==> config.mk <==
export PLATFORM = sky130hd
export DESIGN_NAME = mmwp_merge
export DESIGN_NICKNAME = d
export VERILOG_FILES = /design/src/design/mmwp_pkg.sv /design/src/design/mmwp_merge.sv
export SDC_FILE = /design/constraint.sdc
export NUM_CORES = 1
export LEC_CHECK = 0
export BUFFER_PORTS_ARGS = -buffer_cell sky130_fd_sc_hd__buf_4
export CAP_MARGIN = 20
export CORE_AREA = 2 2 77 79
export DETAILED_ROUTE_END_ITERATION = 6
export DIE_AREA = 0 0 79 81
export PLACE_DENSITY = 0.77
export SYNTH_ARGS = -nofsm -noshare
export SYNTH_HDL_FRONTEND = slang
export SYNTH_SLANG_ARGS = --single-unit
==> constraint.sdc <==
create_clock -name vclk -period 5
set_input_delay 0 -clock vclk [all_inputs]
set_output_delay 0 -clock vclk [all_outputs]
set_load 0.03 [all_outputs]
==> src/design/mmwp_pkg.sv <==
package mmwp_pkg;

    localparam int Wheels      = 4;
    localparam int GainW       = 20;
    localparam int DivSteps    = 14;
    localparam int TargetLimit = 10000;
    localparam int SumLimit    = 100000;
    localparam int OutLimit    = 30000;

    localparam logic signed [GainW-1:0] GainPReset = 20'sd5120;
    localparam logic signed [GainW-1:0] GainIReset = 20'sd0;
    localparam logic signed [GainW-1:0] GainDReset = 20'sd10240;

    localparam logic [1:0] REG_GAIN_P = 2'd0;
    localparam logic [1:0] REG_GAIN_I = 2'd1;
    localparam logic [1:0] REG_GAIN_D = 2'd2;

    typedef struct packed {
        logic signed [15:0] cmd_forward;
        logic signed [15:0] cmd_left;
        logic signed [15:0] cmd_yaw;
        logic signed [15:0] base_one;
        logic signed [15:0] base_two;
        logic signed [15:0] base_three;
        logic signed [15:0] base_four;
        logic signed [15:0] speed_one;
        logic signed [15:0] speed_two;
        logic signed [15:0] speed_three;
        logic signed [15:0] speed_four;
    } req_item_t;

    typedef struct packed {
        logic signed [15:0] drive_one;
        logic signed [15:0] drive_two;
        logic signed [15:0] drive_three;
        logic signed [15:0] drive_four;
    } rsp_item_t;

    typedef struct packed {
        logic signed [GainW-1:0] gain_p;
        logic signed [GainW-1:0] gain_i;
        logic signed [GainW-1:0] gain_d;
    } gains_t;

    typedef struct packed {
        logic capture;
        logic mix;
        logic div_step;
        logic err;
        logic diff;
        logic prod;
        logic sum;
        logic fin;
    } lane_ctrl_t;

    typedef enum logic [3:0] {
        ST_IDLE,
        ST_MIX,
        ST_DIV,
        ST_ERR,
        ST_DIFF,
        ST_PROD,
        ST_SUM,
        ST_FIN,
        ST_OUT
    } state_t;

    // wheels one and two subtract forward, wheels two and four subtract left
    function automatic logic fwd_neg(input int lane);
        return lane < 2;
    endfunction

    function automatic logic left_neg(input int lane);
        return (lane % 2) == 1;
    endfunction

endpackage

==> src/design/mmwp_merge.sv <==
module mmwp_merge (
    input  logic [mmwp_pkg::Wheels-1:0][17:0] abs_t,
    output logic [17:0]                       maxabs,
    output logic                              scale
);
    import mmwp_pkg::*;

    always_comb
    begin
        maxabs = '0;
        for (int w = 0; w < Wheels; w++)
        begin
            if (abs_t[w] > maxabs)
                maxabs = abs_t[w];
        end
        scale = maxabs > 18'(TargetLimit);
    end

endmodule

# Word-level counts from Yosys, hierarchy flattened
# Cells that the tools add are included.
[totals]
register_bits = 0
input_bits = 72
out_inout_bits = 19
wordCells = 9
[op_classes]
order_cmp = 5
mux = 4
[ops]
columns = ["operator", "n"]
rows = [
  ["$mux W18", 4],
  ["$gt A18 B18 Y1", 3],
  ["$gt A18 B1 Y1 const B", 1],
  ["$gt A18 B14 Y1 const B", 1],
]

# Longest topological paths before layout
[depth]
depth_word = 9
mapped_depth = 34

# Worst setup path before layout
# OpenSTA, ideal clock, no wires.
[synth_path]
path_kind = "in2out"
from = "input port abs_t[15] in the netlist's numbering"
to = "output port scale"
arrival_ps = 6051
t_required_ps = 5000
path_slack_ps = -1051
path_stages = 33
path_buffers = 6
path_cell_list = "inv_1 -> ha_1 -> nand4_1 -> nor3_2 -> nor4_2 -> mux2_4 -> nor2_8 -> buf_8 -> buf_2 -> nor2_1 -> a21oi_1 -> ha_1 -> and3_1 -> o21ai_1 -> a31oi_1 -> o21bai_1 -> a21o_1 -> buf_2 -> buf_2 -> clkbuf_1 -> o21ai_0 -> ha_1 -> nand4_1 -> o21bai_1 -> a31oi_1 -> o21bai_1 -> a21oi_1 -> buf_2 -> clkinv_1 -> a21o_1 -> a41o_1 -> o2111a_1 -> o31ai_1"
[synth_between]
elab_chain_cells = 9
[synth_rtl]
columns = ["element", "line", "source"]
rows = [
  ["start, declared", "mmwp_merge.sv:2", "input logic [mmwp_pkg::Wheels-1:0][17:0] abs_t,"],
  ["$gt A18 B1 Y1", "mmwp_merge.sv:13", "if (abs_t[w] > maxabs)"],
  ["$mux W18 (*)", "mmwp_merge.sv:13", ""],
  ["$gt A18 B18 Y1", "mmwp_merge.sv:13", ""],
  ["$mux W18 (*)", "mmwp_merge.sv:13", ""],
  ["$gt A18 B18 Y1", "mmwp_merge.sv:13", ""],
  ["$mux W18 (*)", "mmwp_merge.sv:13", ""],
  ["$gt A18 B18 Y1", "mmwp_merge.sv:13", ""],
  ["$mux W18 (*)", "mmwp_merge.sv:13", ""],
  ["$gt A18 B14 Y1 (*)", "mmwp_merge.sv:16", "scale = maxabs > 18'(TargetLimit);"],
  ["end, declared", "mmwp_merge.sv:4", "output logic scale"],
]
# Every way passes the cells marked *; elsewhere a longest branch is shown, timed or not.

# Final worst setup path
[layout_path]
from = "input port abs_t[16] in the netlist's numbering"
to = "output port scale"
# Same word-level chain as after synthesis.

==> metrics.txt <==
status=finished, violations left; failing checks=setup timing; PortBufs=91; Ys Warns=0; hold_sp=abs_t[62]; sink of the worst hold path=maxabs[8]; vias in the first global route=3819; Worst Path Buf+Inv=8; io pins=91; Max Fclk=158 MHz; total gr overflow=0; WL/cell=23.6 µm; Detail Placement HPWL=6.62 mm; sequential cell area=0 µm²; Final Non-Filler Cells=591; area delta synth->final=118%; Req. time, crit path=5.00 ns; first-pass detailed-route iteration total=6; commonest non-fill, non-tap cell in the layout=buf_4; Synth cell types=52; ANT nets after route=0; worst-margin pin slew=0.606 ns; slowest CP cell=a31oi_1; met3 GRT Util=6.22%; syn_nets=437; Final nets=644; gr usage total=37.1%; first-pass GRT wire length=18.6 mm; Seq cells=0; ANT cells=0; DR vias/cell=6.32; met1 Use GR=38.6%; syn_area_per_cell=7.04 µm²; via count=3735; type of the worst min-delay path=in2out; overall power=1440 µW; synthesized instance count=311; power per cell area=301 nW/µm²; GRT busiest layer=met2; sequential area share after synthesis=0%; setup TNS=-15.14 ns; Max Slew Vio Count=0; critical path peak fanout=8; share of layout cells above drive strength 1=62.8%; crit path capture type=output pin; Setup WS pre-CTS=-0.870 ns; Die Footprint=6400 µm²; startpoint class of the critical path=primary input; Core Footprint=5680 µm²; Slew Limit Headroom=59.4%; final hold slack=0.336 ns; maxcap violations=0; Mapped Area=2190 µm²; worst-case vdd ir drop=0.304 mV; fin crit share=127%; initial antenna violation count=0; hold_buf cts=0; Inst Count DP=547; final setup vio count=19; critical path class=in2out; WP data arrival=6.34 ns; Die Y=81 µm; fin crit period=6.34 ns; Pleak=0.00232 µW; WL final=14.0 mm; largest net degree at the start of global routing=12; drt drc=0; clkbuf count=0; most frequent cells in the layout=buf_4, ha_1, buf_6; GR Util met2=67.0%; Core Rows=28; Hold Crit Depth=4; max incr delay on CP=0.48 ns; fill cell count=293; RSZ-0062 raised after global routing=yes; worst setup margin=-1.34 ns; Final Hold Vio Count=0; chip width=79 µm; crit-path leading delay family=compound AO/OA/AOI/OAI gates; RePlAce Congestion=0.930; Initial Util=38.6%; Iteration-0 DRC Markers=389
[metrics by stage]
step	util [%]	instance area [µm²]
after floorplan	-	2340
after global placement	64.8	3680
after detailed placement	64.8	3680
after CTS	78.7	4460
after global routing	84.1	4780
final	84.1	4780
[synthesized netlist by cell type (2+ instances only)]
master    instances  area, µm²
mux2i_4           2       45.0
o211ai_1          3       22.5
o21ai_1           4       20.0
a221oi_1          2       17.5
ha_1             54        676
or4_1             3       22.5
buf_2             4       20.0
a21oi_1          22        110
mux2_2            2       22.5
o21ai_0          29        145
nand3_1           8       40.0
o31ai_1           2       15.0
nand4_1           7       43.8
a21o_2            2       17.5
clkbuf_1          4       15.0
mux2i_1           9       90.1
nor2b_1           3       18.8
a211oi_1          2       15.0
mux2i_2           2       27.5
a21boi_0          3       22.5
a21o_1           10       75.1
inv_1            29        109
a31oi_1           4       25.0
nand2_1          39        146
and3_1            2       12.5
nor3_1            3       15.0
nor4_2            2       25.0
and4_1            3       26.3
nor2_1           26       97.6
o21bai_1          4       30.0
[cell type report]
type                            count  area [µm²]  area share [%]
Multi-Input combinational cell    270        2650            55.4
Timing Repair Buffer              215        1910            40.0
Inverter                           31         129            2.70
Tap cell                           75        93.8            1.96
[power breakdown]
group | internal, µW | switching, µW | leakage, µW | total (µW)
Clock | 0 | 0 | 0 | 0
Combinational | 695 | 745 | 0.00232 | 1440
Sequential | 0 | 0 | 0 | 0
Total | 695 | 745 | 0.00232 | 1440
[routing by layer]
| metal | part of all wire (%) | routed length, µm |
|---|---|---|
| met1 | 35 | 4830 |
| met2 | 47 | 6530 |
| met3 | 9.7 | 1350 |
| met4 | 9.0 | 1260 |
| met5 | 0 | 0 |
[worst max-delay path by stage]
stage / start / to / slack (ns) / cells past startpoint
floorplan: abs_t[15] / scale / -0.20 / 32
global placement: abs_t[15] / scale / -0.70 / 31
detailed placement: abs_t[15] / scale / -0.87 / 30
CTS: abs_t[17] / scale / -0.52 / 31
global route: abs_t[16] / scale / -1.35 / 31
finish: abs_t[16] / scale / -1.34 / 31
[logic make-up after synthesis]
family / share of synthesized area, %
and+or+nand+nor: 23.7
AOI/OAI and AO/OA: 28.0
adders and majority gates: 30.9
buffers and inverters: 8.28
muxes: 9.14
[timing repair]
action	CTS	global route
pin swaps	29	31
endpoints found under the setup margin	19	19
setup buffers	33	10
gates cloned	3	0
gates resized for setup	118	52
Note: power is estimated with default switching activity, not from simulation.
