File: src/design/mmwp_pkg.sv
package mmwp_pkg;

    localparam int Wheels      = 4;
    localparam int GainW       = 20;
    localparam int DivSteps    = 14;
    localparam int TargetLimit = 10000;
    localparam int SumLimit    = 100000;
    localparam int OutLimit    = 30000;

    localparam logic signed [GainW-1:0] GainPReset = 20'sd5120;
    localparam logic signed [GainW-1:0] GainIReset = 20'sd0;
    localparam logic signed [GainW-1:0] GainDReset = 20'sd10240;

    localparam logic [1:0] REG_GAIN_P = 2'd0;
    localparam logic [1:0] REG_GAIN_I = 2'd1;
    localparam logic [1:0] REG_GAIN_D = 2'd2;

    typedef struct packed {
        logic signed [15:0] cmd_forward;
        logic signed [15:0] cmd_left;
        logic signed [15:0] cmd_yaw;
        logic signed [15:0] base_one;
        logic signed [15:0] base_two;
        logic signed [15:0] base_three;
        logic signed [15:0] base_four;
        logic signed [15:0] speed_one;
        logic signed [15:0] speed_two;
        logic signed [15:0] speed_three;
        logic signed [15:0] speed_four;
    } req_item_t;

    typedef struct packed {
        logic signed [15:0] drive_one;
        logic signed [15:0] drive_two;
        logic signed [15:0] drive_three;
        logic signed [15:0] drive_four;
    } rsp_item_t;

    typedef struct packed {
        logic signed [GainW-1:0] gain_p;
        logic signed [GainW-1:0] gain_i;
        logic signed [GainW-1:0] gain_d;
    } gains_t;

    typedef struct packed {
        logic capture;
        logic mix;
        logic div_step;
        logic err;
        logic diff;
        logic prod;
        logic sum;
        logic fin;
    } lane_ctrl_t;

    typedef enum logic [3:0] {
        ST_IDLE,
        ST_MIX,
        ST_DIV,
        ST_ERR,
        ST_DIFF,
        ST_PROD,
        ST_SUM,
        ST_FIN,
        ST_OUT
    } state_t;

    // wheels one and two subtract forward, wheels two and four subtract left
    function automatic logic fwd_neg(input int lane);
        return lane < 2;
    endfunction

    function automatic logic left_neg(input int lane);
        return (lane % 2) == 1;
    endfunction

endpackage

File: src/design/mmwp_cfg.sv
module mmwp_cfg (
    input  logic                clk,
    input  logic                rst_n,
    input  logic                psel,
    input  logic                penable,
    input  logic                pwrite,
    input  logic [3:0]          paddr,
    input  logic [31:0]         pwdata,
    output logic [31:0]         prdata,
    output logic                pready,
    output mmwp_pkg::gains_t    gains
);
    import mmwp_pkg::*;

    gains_t gains_reg;
    gains_t gains_next;
    logic   wr_en;

    assign pready = 1'b1;
    assign wr_en  = psel && penable && pwrite;
    assign gains  = gains_reg;

    always_comb
    begin
        gains_next = gains_reg;
        if (wr_en)
        begin
            unique case (paddr[3:2])
                REG_GAIN_P: gains_next.gain_p = pwdata[GainW-1:0];
                REG_GAIN_I: gains_next.gain_i = pwdata[GainW-1:0];
                REG_GAIN_D: gains_next.gain_d = pwdata[GainW-1:0];
                default:    gains_next = gains_reg;
            endcase
        end
    end

    always_comb
    begin
        unique case (paddr[3:2])
            REG_GAIN_P: prdata = 32'(gains_reg.gain_p);
            REG_GAIN_I: prdata = 32'(gains_reg.gain_i);
            REG_GAIN_D: prdata = 32'(gains_reg.gain_d);
            default:    prdata = 32'd0;
        endcase
    end

    always_ff @(posedge clk or negedge rst_n)
    begin
        if (!rst_n)
        begin
            gains_reg.gain_p <= GainPReset;
            gains_reg.gain_i <= GainIReset;
            gains_reg.gain_d <= GainDReset;
        end
        else
        begin
            gains_reg <= gains_next;
        end
    end

endmodule

File: config.mk
export PLATFORM = sky130hd
export DESIGN_NAME = mmwp_cfg
export DESIGN_NICKNAME = d
export VERILOG_FILES = /design/src/design/mmwp_pkg.sv /design/src/design/mmwp_cfg.sv
export SDC_FILE = /design/constraint.sdc
export NUM_CORES = 1
export LEC_CHECK = 0
export BUFFER_PORTS_ARGS = -buffer_cell sky130_fd_sc_hd__buf_2
export CORE_ASPECT_RATIO = 1.5
export CORE_MARGIN = 4
export CORE_UTILIZATION = 50
export DETAILED_ROUTE_END_ITERATION = 7
export GPL_TIMING_DRIVEN = 0
export PLACE_DENSITY = 0.83
export SYNTH_ARGS = -nofsm -noshare
export SYNTH_HDL_FRONTEND = slang
export SYNTH_SLANG_ARGS = --single-unit
File: constraint.sdc
create_clock -name clk -period 3.2 [get_ports clk]
set_input_delay 0.32 -clock clk [delete_from_list [all_inputs] [get_ports clk]]
set_output_delay 0.32 -clock clk [all_outputs]
set_load 0.01 [all_outputs]
**Word level (Yosys, flattened, before mapping)**

Index checks and enable logic that the tools add are counted.

- Equal/unequal tests: 2
- Bitwise logic cells: 0
- $add $sub $neg: 0
- Multiplexer cells: 1
- Div/mod/pow operators: 0
- Reduce and logical (&&, ||, !) cells: 6
- Shifts and indexed selects: 0
- Order comparisons: 0
- $mul: 0

Operators by type and width:

| cell | count |
|---|---|
| $pmux 32 s3 | 1 |
| $reduce_and 2->1 | 3 |
| $eq 2x1->1 const B | 1 |
| $eq 2x2->1 const B | 1 |
| $logic_and 1x1->1 | 2 |
| $logic_not 2->1 | 1 |

- Memory bits (read-only): 0
- Output and inout port bits: 93
- Register bits: 60
- Memories: 0
- Word-level logic and storage cells: 12
- Input bits: 41
- Latch bits: 0
- Bits in writable memories: 0

**Longest topological paths before layout**

- Word-level depth: 3
- Mapped depth: 6
- Mapped depth without buffers: 3

**Least setup slack after synthesis**

OpenSTA, ideal clock, no wires.

- Path type: input to output
- From: input port paddr[2]
- To: output port prdata[20]
- Path buffers: 3
- Required time: 2.880 ns
- Arrival time: 1.958 ns
- Cell stages on the path: 5
- Path slack: 0.922 ns
- Cells stage by stage: buf_2 buf_2 mux2i_1 o21ai_0 buf_4

- Longest elaborated chain between the ends: 2
- Elaborated cells between the ends (all ways): 4
- Those cells by class: eq/ne (2); mux (1); reduce/logical (1)

RTL lines:

| what | line | source |
|---|---|---|
| from (decl) | mmwp_cfg.sv:7 | `input logic [3:0] paddr,` |
| $eq 2x2->1 (tied with other cells) | mmwp_cfg.sv:39 | `unique case (paddr[3:2])` |
| $pmux 32 s3 * | mmwp_cfg.sv:39 |  |
| to (decl) | mmwp_cfg.sv:9 | `output logic [31:0] prdata,` |

Every way passes the cells marked *; elsewhere a longest branch is shown, timed or not.

**Worst setup path after layout**

- From: input port paddr[2]
- To: output port prdata[29]

Same word-level chain as after synthesis.

==> results.env <==
DESIGN.CORE.AREA_MM2=0.00549
VIA_COUNT_OF_THE_FIRST_GLOBAL_ROUTING_PASS=2310
POSTPLACECELLAREA_MM2=0.00351
TRITONCTS_CLOCK_TREE='yes'
POST-ROUTE-CELL-AREA_MM2=0.00372
NETLIST.AREA_LEADER.SHARE=0.494
CELLPOWERDENSITY_mW_PER_MM2=689
LEAKAGE_nW=1.98
LAYOUTNONFILLERINSTCOUNT=415
CHIPHEIGHT_UM=100
MAPPEDNETLISTNETS=253
FLOORPLAN.IO_PINS=134
GP_CONGESTION=0.745
YOSYS_WARNINGS=0
LIBRARY_CELL_WITH_THE_HIGHEST_INSTANCE_COUNT_AFTER_SYNTHESIS='dfrtp_1'
NUM_ROWS=33
SYNTH_TOP_CELL_BY_AREA='dfrtp_1'
POST_SYNTH_INSTANCE_AREA_MM2=0.00284
CTS_BUFS_INSERTED=9
TIMING_WORST_SETUP_PATH_TYPE='primary input to output pin'
MULTI_INPUT_COMB_AREA_MM2=0.00116
COUNT_OF_ENDPOINTS_FAILING_HOLD_IN_THE_FINAL_TIMING_REPORT=0
RUN_STATUS='finished, final reports clean'
SYNTHARSTFLOPSHARE=1.00
POST-CTS-SETUP-BUFFER-COUNT=0
CRITPATHREQUIREDTIME_PS=2880
WORSTREGTOREGCELLS=1
GRT_OVERFLOW=0
CTS.HTREE.LEVELS=3
POST-ROUTE-PERIOD-UTIL=0.795
CLOCK_INSERTION_DELAY_WORST_SKEW_PS=330
MAX_FFS_PER_REGISTER=60
SYNTH_AREA_LEADERS='dfrtp_1 (49%), mux2_2 (16%), mux2_4 (11%)'
SETUP_TNS_PS=0
NUMPORTBUFFERS=117
DRV_SLEW=0
FINALSETUPVIOLCOUNT=0
TOTAL_PLACED_CELLS_INCLUDING_TAP_CELLS=399
SYNTH_CELL_TYPES=17
TOP_POST_SYNTHESIS_CELLS_BY_COUNT='dfrtp_1 (56), mux2_2 (40)'
SYNTH_SEQ_AREA_SHARE=0.531
FILLERS=421
FINALHOLDWORSTSLACK_PS=53.6
DRT_FIRST_PASS_ITERS=6
CTS.REPORTEDPATHS.CLKPINSLEW_PS=70
PLACE_HPWL_UM=4900
SEQ_AREA_MM2=0.00151
YOSYS_REGISTER_BITS=60
MIN_PERIOD_PS=2540
ACHIEVABLE-FREQUENCY_MHz=393
DRT_DRC_VIOLATIONS_LEFT=0
INSERTEDDIODECOUNT=0
ROUTED_VIA_DENSITY=5.22
CTSHOLDBUFFERS=0
VIA_COUNT=2166
CRIT_PATH_MAX_FO=13
DRT-INITIAL-DRC-COUNT=117
TIGHTESTPINTRANSITION_PS=1190
AREA_GROWTH_SYNTH_TO_FINISH_PCT=30.9
RELSLEWSLACK=0.197
CLK_ROOT_BUFFER_CELL='clkbuf_8'
CTS-ROOT-TO-SINK-BUFFERS=2
CRITPATHARRIVALTIME_PS=2220
CLOCK_SKEW_PS=0
GRT_SETUP_UNREPAIRED='false'
START_UTIL=0.517
HOLD_CLASS='primary input to async pin'
ANTENNA_VIOLATION_NET_COUNT_AFTER_DETAILED_ROUTING=0
AVGROUTEDWIREPERCELL_UM=16.6
IR_DROP_uV=421
DESIGN.FINAL.NETS=381
GR-USAGE-ALL-LAYERS=0.207
FP.DIEAREA_MM2=0.00697
SYNTHCELLS=212
CHIPWIDTH_UM=69.5
SHARE_OF_LAYOUT_CELLS_ABOVE_DRIVE_STRENGTH_1=0.632
GRT_FIRST_PASS_WIRELENGTH_UM=11200
WORST_SETUP_PATH_START_KIND='primary input'
CTSRESIZECOUNT=0
ENDPOINT_KIND='output pin'
TOTALWIRELENGTH_UM=6910
CLKSINKCOUNT=60
SYNTH_EDF_COUNT=0
GRT_ANTENNA_BEFORE_REPAIR=0
SYNTHESIS.AREA_PER_INSTANCE_UM2=13.4
DOMINANTREGCELLSYNTH='dfrtp_1'
PIN_COUNT_OF_THE_BIGGEST_NET_ENTERING_GLOBAL_ROUTING=61
MAX_CAP_VIOL_COUNT=0
worst max-delay path, stage by stage:
cell and delay, ps:
buf_2 130, buf_2 350, mux2i_1 130, o21ai_0 930, buf_4 240, buf_2 130
through the flow:
step                       util  worst slack, ps  power, W
final                     0.677              658   0.00256
after global routing      0.677              395   0.00271
after CTS                 0.676              640   0.00259
after detailed placement  0.640              647   0.00189
after global placement    0.640              762   0.00186
after floorplan               -              922   0.00153
power breakdown:
| group | leakage (nW) | internal, W | switching, W | total (W) |
|---|---|---|---|---|
| combinational | 1.15 | 0.000423 | 0.000365 | 0.000787 |
| clock | 0.102 | 0.000400 | 0.000288 | 0.000688 |
| sequential | 0.729 | 0.000945 | 0.000139 | 0.00108 |
| total | 1.98 | 0.00177 | 0.000791 | 0.00256 |
metal layers:
| layer | up-vias | GRT usage | share of wire |
|---|---|---|---|
| met5 | - | 0 | 0 |
| met4 | 0 | 0.0722 | 0.015 |
| met3 | 8 | 0.0812 | 0.079 |
| met2 | 98 | 0.367 | 0.51 |
| met1 | 1071 | 0.224 | 0.39 |
| li1 | 989 | - | - |
layout make-up:
| type | instances | area share |
|---|---|---|
| tap | 70 | 0.0236 |
| sequential | 60 | 0.405 |
| buffer | 26 | 0.0458 |
| clock buffer | 12 | 0.0417 |
| clock inverter | 4 | 0.0128 |
| timing repair buffer | 117 | 0.158 |
| multi-input combinational | 126 | 0.313 |
cells in the final DEF, fill, tap and decap left out:
cell | netlist | routed
dfstp_2 | 4 | 4
mux2i_1 | 20 | 20
or3b_1 | 1 | 1
dfrtp_1 | 56 | 56
bufinv_16 | 0 | 1
conb_1 | 1 | 1
nor3b_1 | 1 | 1
buf_6 | 2 | 2
nor3_1 | 1 | 1
o21ai_0 | 20 | 20
clkinvlp_4 | 0 | 1
mux2_4 | 20 | 20
nand2_1 | 20 | 20
nand3_1 | 1 | 1
nor2b_1 | 1 | 1
clkbuf_8 | 0 | 11
clkbuf_1 | 4 | 5
clkinv_2 | 0 | 2
mux2_2 | 40 | 40
buf_2 | 7 | 123
buf_4 | 13 | 14
cell families (layout without fill, tap and decap cells):
kind of cell	Yosys count	after routing	synth area share
AOI/OAI and AO/OA	20	20	0.0353
buffers and inverters	26	159	0.0599
DFF	60	60	0.531
muxes	80	80	0.335
other	1	1	0.00132
and+or+nand+nor	25	25	0.0379
path summary, 6_finish.rpt:
path / from / slack (ps) / to
worst max-delay path: paddr[2] / 660 / prdata[29]
min in group clk: pwdata[0] / 240 / gains[20]$_DFFE_PN0P_
max in group asynchronous: rst_n / 2630 / gains[47]$_DFFE_PN0P_
worst min-delay path: rst_n / 50 / gains[12]$_DFFE_PN0P_
worst min register to register: gains[43]$_DFFE_PN0P_ / 530 / gains[43]$_DFFE_PN0P_
worst max register to register: gains[31]$_DFFE_PN0P_ / 2410 / gains[31]$_DFFE_PN0P_
Power figures use the tool's default switching activity.
