File: src/design/mmwp_pkg.sv
package mmwp_pkg;

    localparam int Wheels      = 4;
    localparam int GainW       = 20;
    localparam int DivSteps    = 14;
    localparam int TargetLimit = 10000;
    localparam int SumLimit    = 100000;
    localparam int OutLimit    = 30000;

    localparam logic signed [GainW-1:0] GainPReset = 20'sd5120;
    localparam logic signed [GainW-1:0] GainIReset = 20'sd0;
    localparam logic signed [GainW-1:0] GainDReset = 20'sd10240;

    localparam logic [1:0] REG_GAIN_P = 2'd0;
    localparam logic [1:0] REG_GAIN_I = 2'd1;
    localparam logic [1:0] REG_GAIN_D = 2'd2;

    typedef struct packed {
        logic signed [15:0] cmd_forward;
        logic signed [15:0] cmd_left;
        logic signed [15:0] cmd_yaw;
        logic signed [15:0] base_one;
        logic signed [15:0] base_two;
        logic signed [15:0] base_three;
        logic signed [15:0] base_four;
        logic signed [15:0] speed_one;
        logic signed [15:0] speed_two;
        logic signed [15:0] speed_three;
        logic signed [15:0] speed_four;
    } req_item_t;

    typedef struct packed {
        logic signed [15:0] drive_one;
        logic signed [15:0] drive_two;
        logic signed [15:0] drive_three;
        logic signed [15:0] drive_four;
    } rsp_item_t;

    typedef struct packed {
        logic signed [GainW-1:0] gain_p;
        logic signed [GainW-1:0] gain_i;
        logic signed [GainW-1:0] gain_d;
    } gains_t;

    typedef struct packed {
        logic capture;
        logic mix;
        logic div_step;
        logic err;
        logic diff;
        logic prod;
        logic sum;
        logic fin;
    } lane_ctrl_t;

    typedef enum logic [3:0] {
        ST_IDLE,
        ST_MIX,
        ST_DIV,
        ST_ERR,
        ST_DIFF,
        ST_PROD,
        ST_SUM,
        ST_FIN,
        ST_OUT
    } state_t;

    // wheels one and two subtract forward, wheels two and four subtract left
    function automatic logic fwd_neg(input int lane);
        return lane < 2;
    endfunction

    function automatic logic left_neg(input int lane);
        return (lane % 2) == 1;
    endfunction

endpackage

File: src/design/mmwp_lane.sv
module mmwp_lane #(
    parameter int LANE = 0
) (
    input  logic                 clk,
    input  logic                 rst_n,
    input  mmwp_pkg::lane_ctrl_t ctrl,
    input  logic signed [15:0]   cmd_forward,
    input  logic signed [15:0]   cmd_left,
    input  logic signed [15:0]   cmd_yaw,
    input  logic signed [15:0]   base,
    input  logic signed [15:0]   speed,
    input  logic [30:0]          dsh,
    input  logic                 scale,
    input  mmwp_pkg::gains_t     gains,
    output logic [17:0]          abs_t,
    output logic signed [15:0]   drive
);
    import mmwp_pkg::*;

    logic signed [17:0] t_reg, t_next;
    logic signed [15:0] speed_reg;
    logic [30:0]        rem_reg, rem_next;
    logic [13:0]        q_reg, q_next;
    logic signed [16:0] e_reg;
    logic signed [18:0] s_reg;
    logic signed [17:0] de_reg;
    logic signed [36:0] pp_reg;
    logic signed [38:0] pi_reg;
    logic signed [37:0] pd_reg;
    logic signed [40:0] acc_reg;
    logic signed [15:0] drive_reg, drive_next;
    logic signed [16:0] prev_reg;
    logic signed [17:0] sum_reg, sum_next;
    logic signed [17:0] fwd_term, left_term, tq, e_wide;
    logic signed [40:0] acc_adj, qv;

    always_comb
    begin
        fwd_term  = fwd_neg(LANE) ? -18'(cmd_forward) : 18'(cmd_forward);
        left_term = left_neg(LANE) ? -18'(cmd_left) : 18'(cmd_left);
        t_next    = 18'(base) + fwd_term + left_term + 18'(cmd_yaw);
    end

    assign abs_t = t_reg[17] ? 18'(-t_reg) : 18'(t_reg);

    always_comb
    begin
        rem_next = rem_reg;
        q_next   = q_reg;
        if (ctrl.mix)
        begin
            rem_next = 31'(32'(abs_t) * 32'(TargetLimit));
            q_next   = '0;
        end
        else if (ctrl.div_step)
        begin
            if (rem_reg >= dsh)
            begin
                rem_next = rem_reg - dsh;
                q_next   = {q_reg[12:0], 1'b1};
            end
            else
            begin
                q_next = {q_reg[12:0], 1'b0};
            end
        end
    end

    always_comb
    begin
        if (scale)
            tq = t_reg[17] ? -18'(q_reg) : 18'(q_reg);
        else
            tq = t_reg;
        e_wide = tq - 18'(speed_reg);
    end

    // truncate toward zero, then saturate
    always_comb
    begin
        acc_adj = acc_reg + (acc_reg[40] ? 41'sd255 : 41'sd0);
        qv      = acc_adj >>> 8;
        if (qv > 41'(OutLimit))
            drive_next = 16'(OutLimit);
        else if (qv < -41'(OutLimit))
            drive_next = -16'(OutLimit);
        else
            drive_next = 16'(qv);

        if (s_reg > 19'(SumLimit))
            sum_next = 18'(SumLimit);
        else if (s_reg < -19'(SumLimit))
            sum_next = -18'(SumLimit);
        else
            sum_next = 18'(s_reg);
    end

    always_ff @(posedge clk)
    begin
        if (ctrl.capture)
        begin
            t_reg     <= t_next;
            speed_reg <= speed;
        end
        rem_reg <= rem_next;
        q_reg   <= q_next;
        if (ctrl.err)
            e_reg <= 17'(e_wide);
        if (ctrl.diff)
        begin
            s_reg  <= 19'(sum_reg) + 19'(e_reg);
            de_reg <= 18'(e_reg) - 18'(prev_reg);
        end
        if (ctrl.prod)
        begin
            pp_reg <= 37'(gains.gain_p) * 37'(e_reg);
            pi_reg <= 39'(gains.gain_i) * 39'(s_reg);
            pd_reg <= 38'(gains.gain_d) * 38'(de_reg);
        end
        if (ctrl.sum)
            acc_reg <= 41'(pp_reg) + 41'(pi_reg) + 41'(pd_reg);
        if (ctrl.fin)
            drive_reg <= drive_next;
    end

    always_ff @(posedge clk or negedge rst_n)
    begin
        if (!rst_n)
        begin
            prev_reg <= '0;
            sum_reg  <= '0;
        end
        else if (ctrl.fin)
        begin
            prev_reg <= e_reg;
            sum_reg  <= sum_next;
        end
    end

    assign drive = drive_reg;

endmodule

File: config.mk
export PLATFORM = sky130hd
export DESIGN_NAME = mmwp_lane
export DESIGN_NICKNAME = d
export VERILOG_FILES = /design/src/design/mmwp_pkg.sv /design/src/design/mmwp_lane.sv
export SDC_FILE = /design/constraint.sdc
export NUM_CORES = 2
export LEC_CHECK = 0
export BUFFER_PORTS_ARGS = -buffer_cell sky130_fd_sc_hd__clkbuf_2
export CAP_MARGIN = 0
export CELL_PAD_IN_SITES_DETAIL_PLACEMENT = 0
export CELL_PAD_IN_SITES_GLOBAL_PLACEMENT = 1
export CORE_MARGIN = 1.5
export CORE_UTILIZATION = 50
export DETAILED_ROUTE_END_ITERATION = 8
export PLACE_DENSITY_LB_ADDON = 0.3
export RECOVER_POWER = 50
export SLEW_MARGIN = 10
export SYNTH_ARGS = -nofsm -noshare
export SYNTH_HDL_FRONTEND = slang
export SYNTH_SLANG_ARGS = --single-unit
File: constraint.sdc
create_clock -name clk -period 8.77 [get_ports clk]
set_input_delay 0.877 -clock clk [delete_from_list [all_inputs] [get_ports clk]]
set_output_delay 0.877 -clock clk [all_outputs]
set_load 0.02 [all_outputs]
# Yosys cells after proc, flatten, opt, wreduce, memory -nomap -nowiden
# Index checks and enable logic that the tools add are counted.
[totals]
ff_bits = 339
[op_classes]
addsub = 13
n_mul = 4
magnitude_cmp = 5
n_mux = 11
reduce_logical = 5
[op_table]
columns = ["cell", "n"]
rows = [
  ["31-bit two-way mux", 3],
  ["18-bit two-way mux", 3],
  ["40-bit by 38-bit adder with 41-bit output", 1],
  ["41-bit by 9-bit adder with 41-bit output", 1],
  ["37-bit by 39-bit adder with 40-bit output", 1],
  ["20-bit by 19-bit multiplier with 39-bit output", 1],
  ["20-bit by 18-bit multiplier with 38-bit output", 1],
  ["20-bit by 17-bit multiplier with 37-bit output", 1],
  ["18-bit by 16-bit adder with 18-bit output", 2],
  ["17-bit two-way mux", 2],
  ["33-bit by 16-bit > comparator with 1-bit output (second input constant)", 1],
  ["33-bit by 16-bit less-than comparator with 1-bit output (second input constant)", 1],
  ["31-bit greater-or-equal comparator", 1],
  ["31-bit subtractor", 1],
  ["18-bit by 10-bit multiplier with 27-bit output (second input constant)", 1],
  ["18-bit by 17-bit adder with 19-bit output", 1],
  ["19-bit by 18-bit > comparator with 1-bit output (second input constant)", 1],
  ["19-bit by 18-bit less-than comparator with 1-bit output (second input constant)", 1],
  ["16-bit by 18-bit adder with 18-bit output", 1],
  ["16-bit negator with 18-bit output", 1],
  ["18-bit negator", 1],
  ["17-bit by 17-bit subtractor with 18-bit output", 1],
  ["14-bit negator with 17-bit output", 1],
  ["17-bit by 16-bit subtractor with 17-bit output", 1],
  ["other kinds (6)", 8],
]

# Logic depth before layout (Yosys ltp)
[depth]
ltp_word = 4
ltp_mapped = 28

# Least setup slack after synthesis
# No wires, ideal clock.
[synth_timing]
path_type = "input port to flip-flop"
startpoint = "input port gains[39] in the netlist's numbering"
endpoint = "register pi_reg[38] (data pin)"
setup_ns = 0.260
arrival_time_ns = 7.110
slack_ns = 1.400
cell_stages = 21
cell_sequence = "clkbuf_1 clkbuf_1 nand2_1 fa_1 fa_1 fa_1 inv_1 fa_1 fa_1 fa_1 ha_1 ha_1 a21o_1 a221o_1 a31oi_1 a21oi_1 o31ai_1 nand2_1 a21o_1 a21oi_1 xnor2_1"
[synth_via]
elab_chain_cells = 1
[synth_rtl]
columns = ["item", "line", "rtl"]
rows = [
  ["start, declared", "mmwp_lane.sv:14", "input mmwp_pkg::gains_t gains,"],
  ["20-bit by 19-bit multiplier with 39-bit output", "mmwp_lane.sv:117", "pi_reg <= 39'(gains.gain_i) * 39'(s_reg);"],
  ["end signal, assigned", "mmwp_lane.sv:117", ""],
  ["end, declared", "mmwp_lane.sv:28", "logic signed [38:0] pi_reg;"],
]
# Every way passes these cells.
# A chain may end at the register's enable or synchronous reset.

# Worst setup path in the final report
[layout_timing]
startpoint = "register s_reg[1]"
endpoint = "register pi_reg[38] (data pin)"
[layout_via]
elab_chain_cells = 1
[layout_rtl]
columns = ["item", "line", "rtl"]
rows = [
  ["start, declared", "mmwp_lane.sv:25", "logic signed [18:0] s_reg;"],
  ["start signal, assigned", "mmwp_lane.sv:111", "s_reg <= 19'(sum_reg) + 19'(e_reg);"],
  ["20-bit by 19-bit multiplier with 39-bit output", "mmwp_lane.sv:117", ""],
]
# Every way passes these cells.

==> metrics <==
IO Port Bufs=215; startpoint types=register; crit path launch=s_reg[1]; Critical Path Stages=19; Starting Density=50.3%; Hold EP=speed_reg[11]; Final setup viols=0; flop-to-flop setup slack=1030 ps; FF-to-FF Start=s_reg[1]; f_max=129 MHz; Yosys cell types=92; Crit path top cell by count=fa_1; path depth of the worst reg2reg path=19; Syn Nets=8482; CP Capture Type=register; synthesized area=63000 um^2; failing checks=max-capacitance violations, max-slew violations; DIE AREA=128000 um^2; number of synthesized register bits=339; crit-path leading delay family=adder cells; Layout area overhead=6.49%; ys flop type=edfxtp_1; pin count of the biggest net entering global routing=74; post-DR wirelength/cell=18.0 um; mux share of post-synthesis cell area=0.516%; Post-Syn Instances=6570; DRT antenna net count=0; Adder-Cell Fraction of Synth Area=48.8%; cts bufs inserted=42; worst-path fanout max=22; H-tree levels=2; Arr. time, crit path=8060 ps; vias per inst=5.24; max FFs per register=41; clock tree from TritonCTS=done; combined buffer and inverter count along the critical path=1; Die H=358 um; Die X=358 um; post-DP HPWL=125000 um; final hold viol count=0; Slew HR=-160%; crit-path cells=nand2_1 -> fa_1 -> fa_1 -> fa_1 -> inv_1 -> fa_1 -> fa_1 -> fa_1 -> ha_1 -> ha_1 -> and3_1 -> a221o_1 -> a31oi_1 -> a21oi_1 -> o31ai_1 -> nand2_1 -> a21o_1 -> a21oi_1 -> xnor2_1; CP Class=register to register; worst-skew pair later-pin latency=600 ps; vias in the first global route=46600; Worst-path clk slew=60 ps; Crit Reg-Reg Endpoint=pi_reg[38]; vias post-DR=43700; async set-or-reset flop fraction in the synthesized netlist=10.3%; outcome=finished, violations left; Crit-path slowest cell=edfxtp_1; # hold bufs at CTS=0; CTS Buffer Depth=3; worst hold path type=primary input to register; Overflow after GRT=0; # DRC=0; initial antenna violation count=8; NumNets Final=8573; Final Max Tran Viols=345; Starting DRT DRC Count=2261; final wirelength=150000 um; Tmin final=7740 ps; CP required=9090 ps; RSZ-0062 raised after global routing=false; site row count=130; hold-critical path depth=1; Worst-Margin Slew=3910 ps; clk_skew=25.0 ps; share of layout cells above drive strength 1=5.21%; TritonCTS sink count=339; Seq/Total Area, Yosys=15.6%; first-pass GRT wire length=247000 um; total of warnings raised by yosys=0; largest family of logic cells by synthesized area=adder cells; Resized Gates After CTS=0; Max Cap Viol=8; gpl congestion=0.868; Tcrit/Tclk final=88.2%; Post-synth EDFFs=286; post-synthesis simple-gate area fraction=13.5%; core area=125000 um^2; Crit path largest cell delay=960 ps; Syn Area/Cell=9.59 um^2; Synth Area in XOR/XNOR=3.99%; number of post-CTS setup repair buffers=0; CTS Root Cell=clkbuf_16; final setup TNS=0 ps; Synth Area in Compound Gates=7.34%; Overall Global Routing Usage=24.4%; worst hold path startpoint=speed[11]; number of I/O pins=216; TritonRoute pass-1 iters=8
## cells in the mapped netlist, types with 7 or more instances
library cell	instances	area, um^2
and2_1	459	2870
o21a_1	34	255
nor3_1	57	285
or2_2	11	68.8
a22o_1	7	61.3
and4_1	12	105
a211oi_1	18	135
nor2_1	205	769
dfrtp_1	35	876
a21boi_0	14	105
inv_1	1511	5670
a31oi_1	23	144
xnor2_1	198	1730
o31ai_1	33	248
ha_1	524	6560
o211ai_1	19	143
o21bai_1	35	263
or3_1	21	131
dfxtp_1	18	360
nand2_1	734	2760
clkbuf_1	208	781
o21ai_0	151	756
and3_1	37	231
o22ai_1	7	43.8
mux2i_1	19	190
nor2b_1	38	238
o31a_1	11	96.3
fa_1	1206	24100
xor2_1	87	762
nand4_1	22	138
a211o_1	8	70.1
edfxtp_1	286	8590
o41ai_1	8	70.1
mux2_2	12	135
a21o_1	88	661
nand2b_1	49	307
nand3_1	59	295
a21oi_1	195	976
## per-layer routing
metal / wire length (um) / up-vias / part of all wire, % / GRT usage [%]
met5: 74 / - / 0.049 / 0
met4: 3710 / 12 / 2.5 / 5.66
met3: 7720 / 196 / 5.1 / 3.35
met2: 73800 / 1007 / 49 / 42.0
met1: 64700 / 22100 / 43 / 32.8
li1: - / 20400 / - / -
## kinds of logic after synthesis
family,Yosys count
xor gates and xnor gates,286
DFF,339
buffers and inverters,1729
AOI/OAI and AO/OA,714
muxes,31
and+or+nand+nor,1739
adders and majority gates,1732
## layout by cell type, fill, tap and decap left out, types with 191 or more instances in the layout
master,count
inv_1,1511
fa_1,1206
nand2_1,734
ha_1,524
and2_1,455
edfxtp_1,286
nor2_1,205
xnor2_1,198
a21oi_1,195
clkbuf_2,191
## cell type report
cell class,count,area (um^2)
diodes,2,5.00
clock inverters,28,340
fillers,11600,58200
repair buffers,265,1410
clock buffers,50,1100
well taps,1650,2060
multi-input cells,4502,46700
flip-flops and latches,339,9820
inverters,1511,5670
## worst register-to-register path: stages, from the launching register on
cell,delay [ps]
edfxtp_1,960
nand2_1,300
fa_1,700
fa_1,480
fa_1,840
inv_1,240
fa_1,520
fa_1,570
fa_1,430
ha_1,300
ha_1,330
and3_1,250
a221o_1,330
a31oi_1,240
a21oi_1,160
o31ai_1,270
nand2_1,120
a21o_1,190
a21oi_1,160
xnor2_1,90
## worst max-delay path by stage
stage                       endpoint  slack (ps)
final                     pi_reg[38]        1030
after global routing      pi_reg[38]         550
after CTS                 pi_reg[38]        1070
after detailed placement  pi_reg[38]         970
after global placement    pi_reg[35]        1010
after floorplan           pi_reg[38]        1400
## stage by stage
step | hold slack, ps | util, % | instances | setup slack (ps) | instance area (um^2)
final | 456 | 53.6 | 8347 | 1030 | 67100
after global routing | 436 | 53.6 | 8347 | 554 | 67100
after CTS | 375 | 53.6 | 8345 | 1070 | 67100
after detailed placement | 452 | 52.4 | 8267 | 968 | 65700
after global placement | 446 | 52.4 | 8267 | 1010 | 65700
after floorplan | 436 | - | 6570 | 1400 | 63000
Power is left out: the tool's default activity adds up to more than one toggle a clock period on the data nets, which glitch-free logic cannot reach.
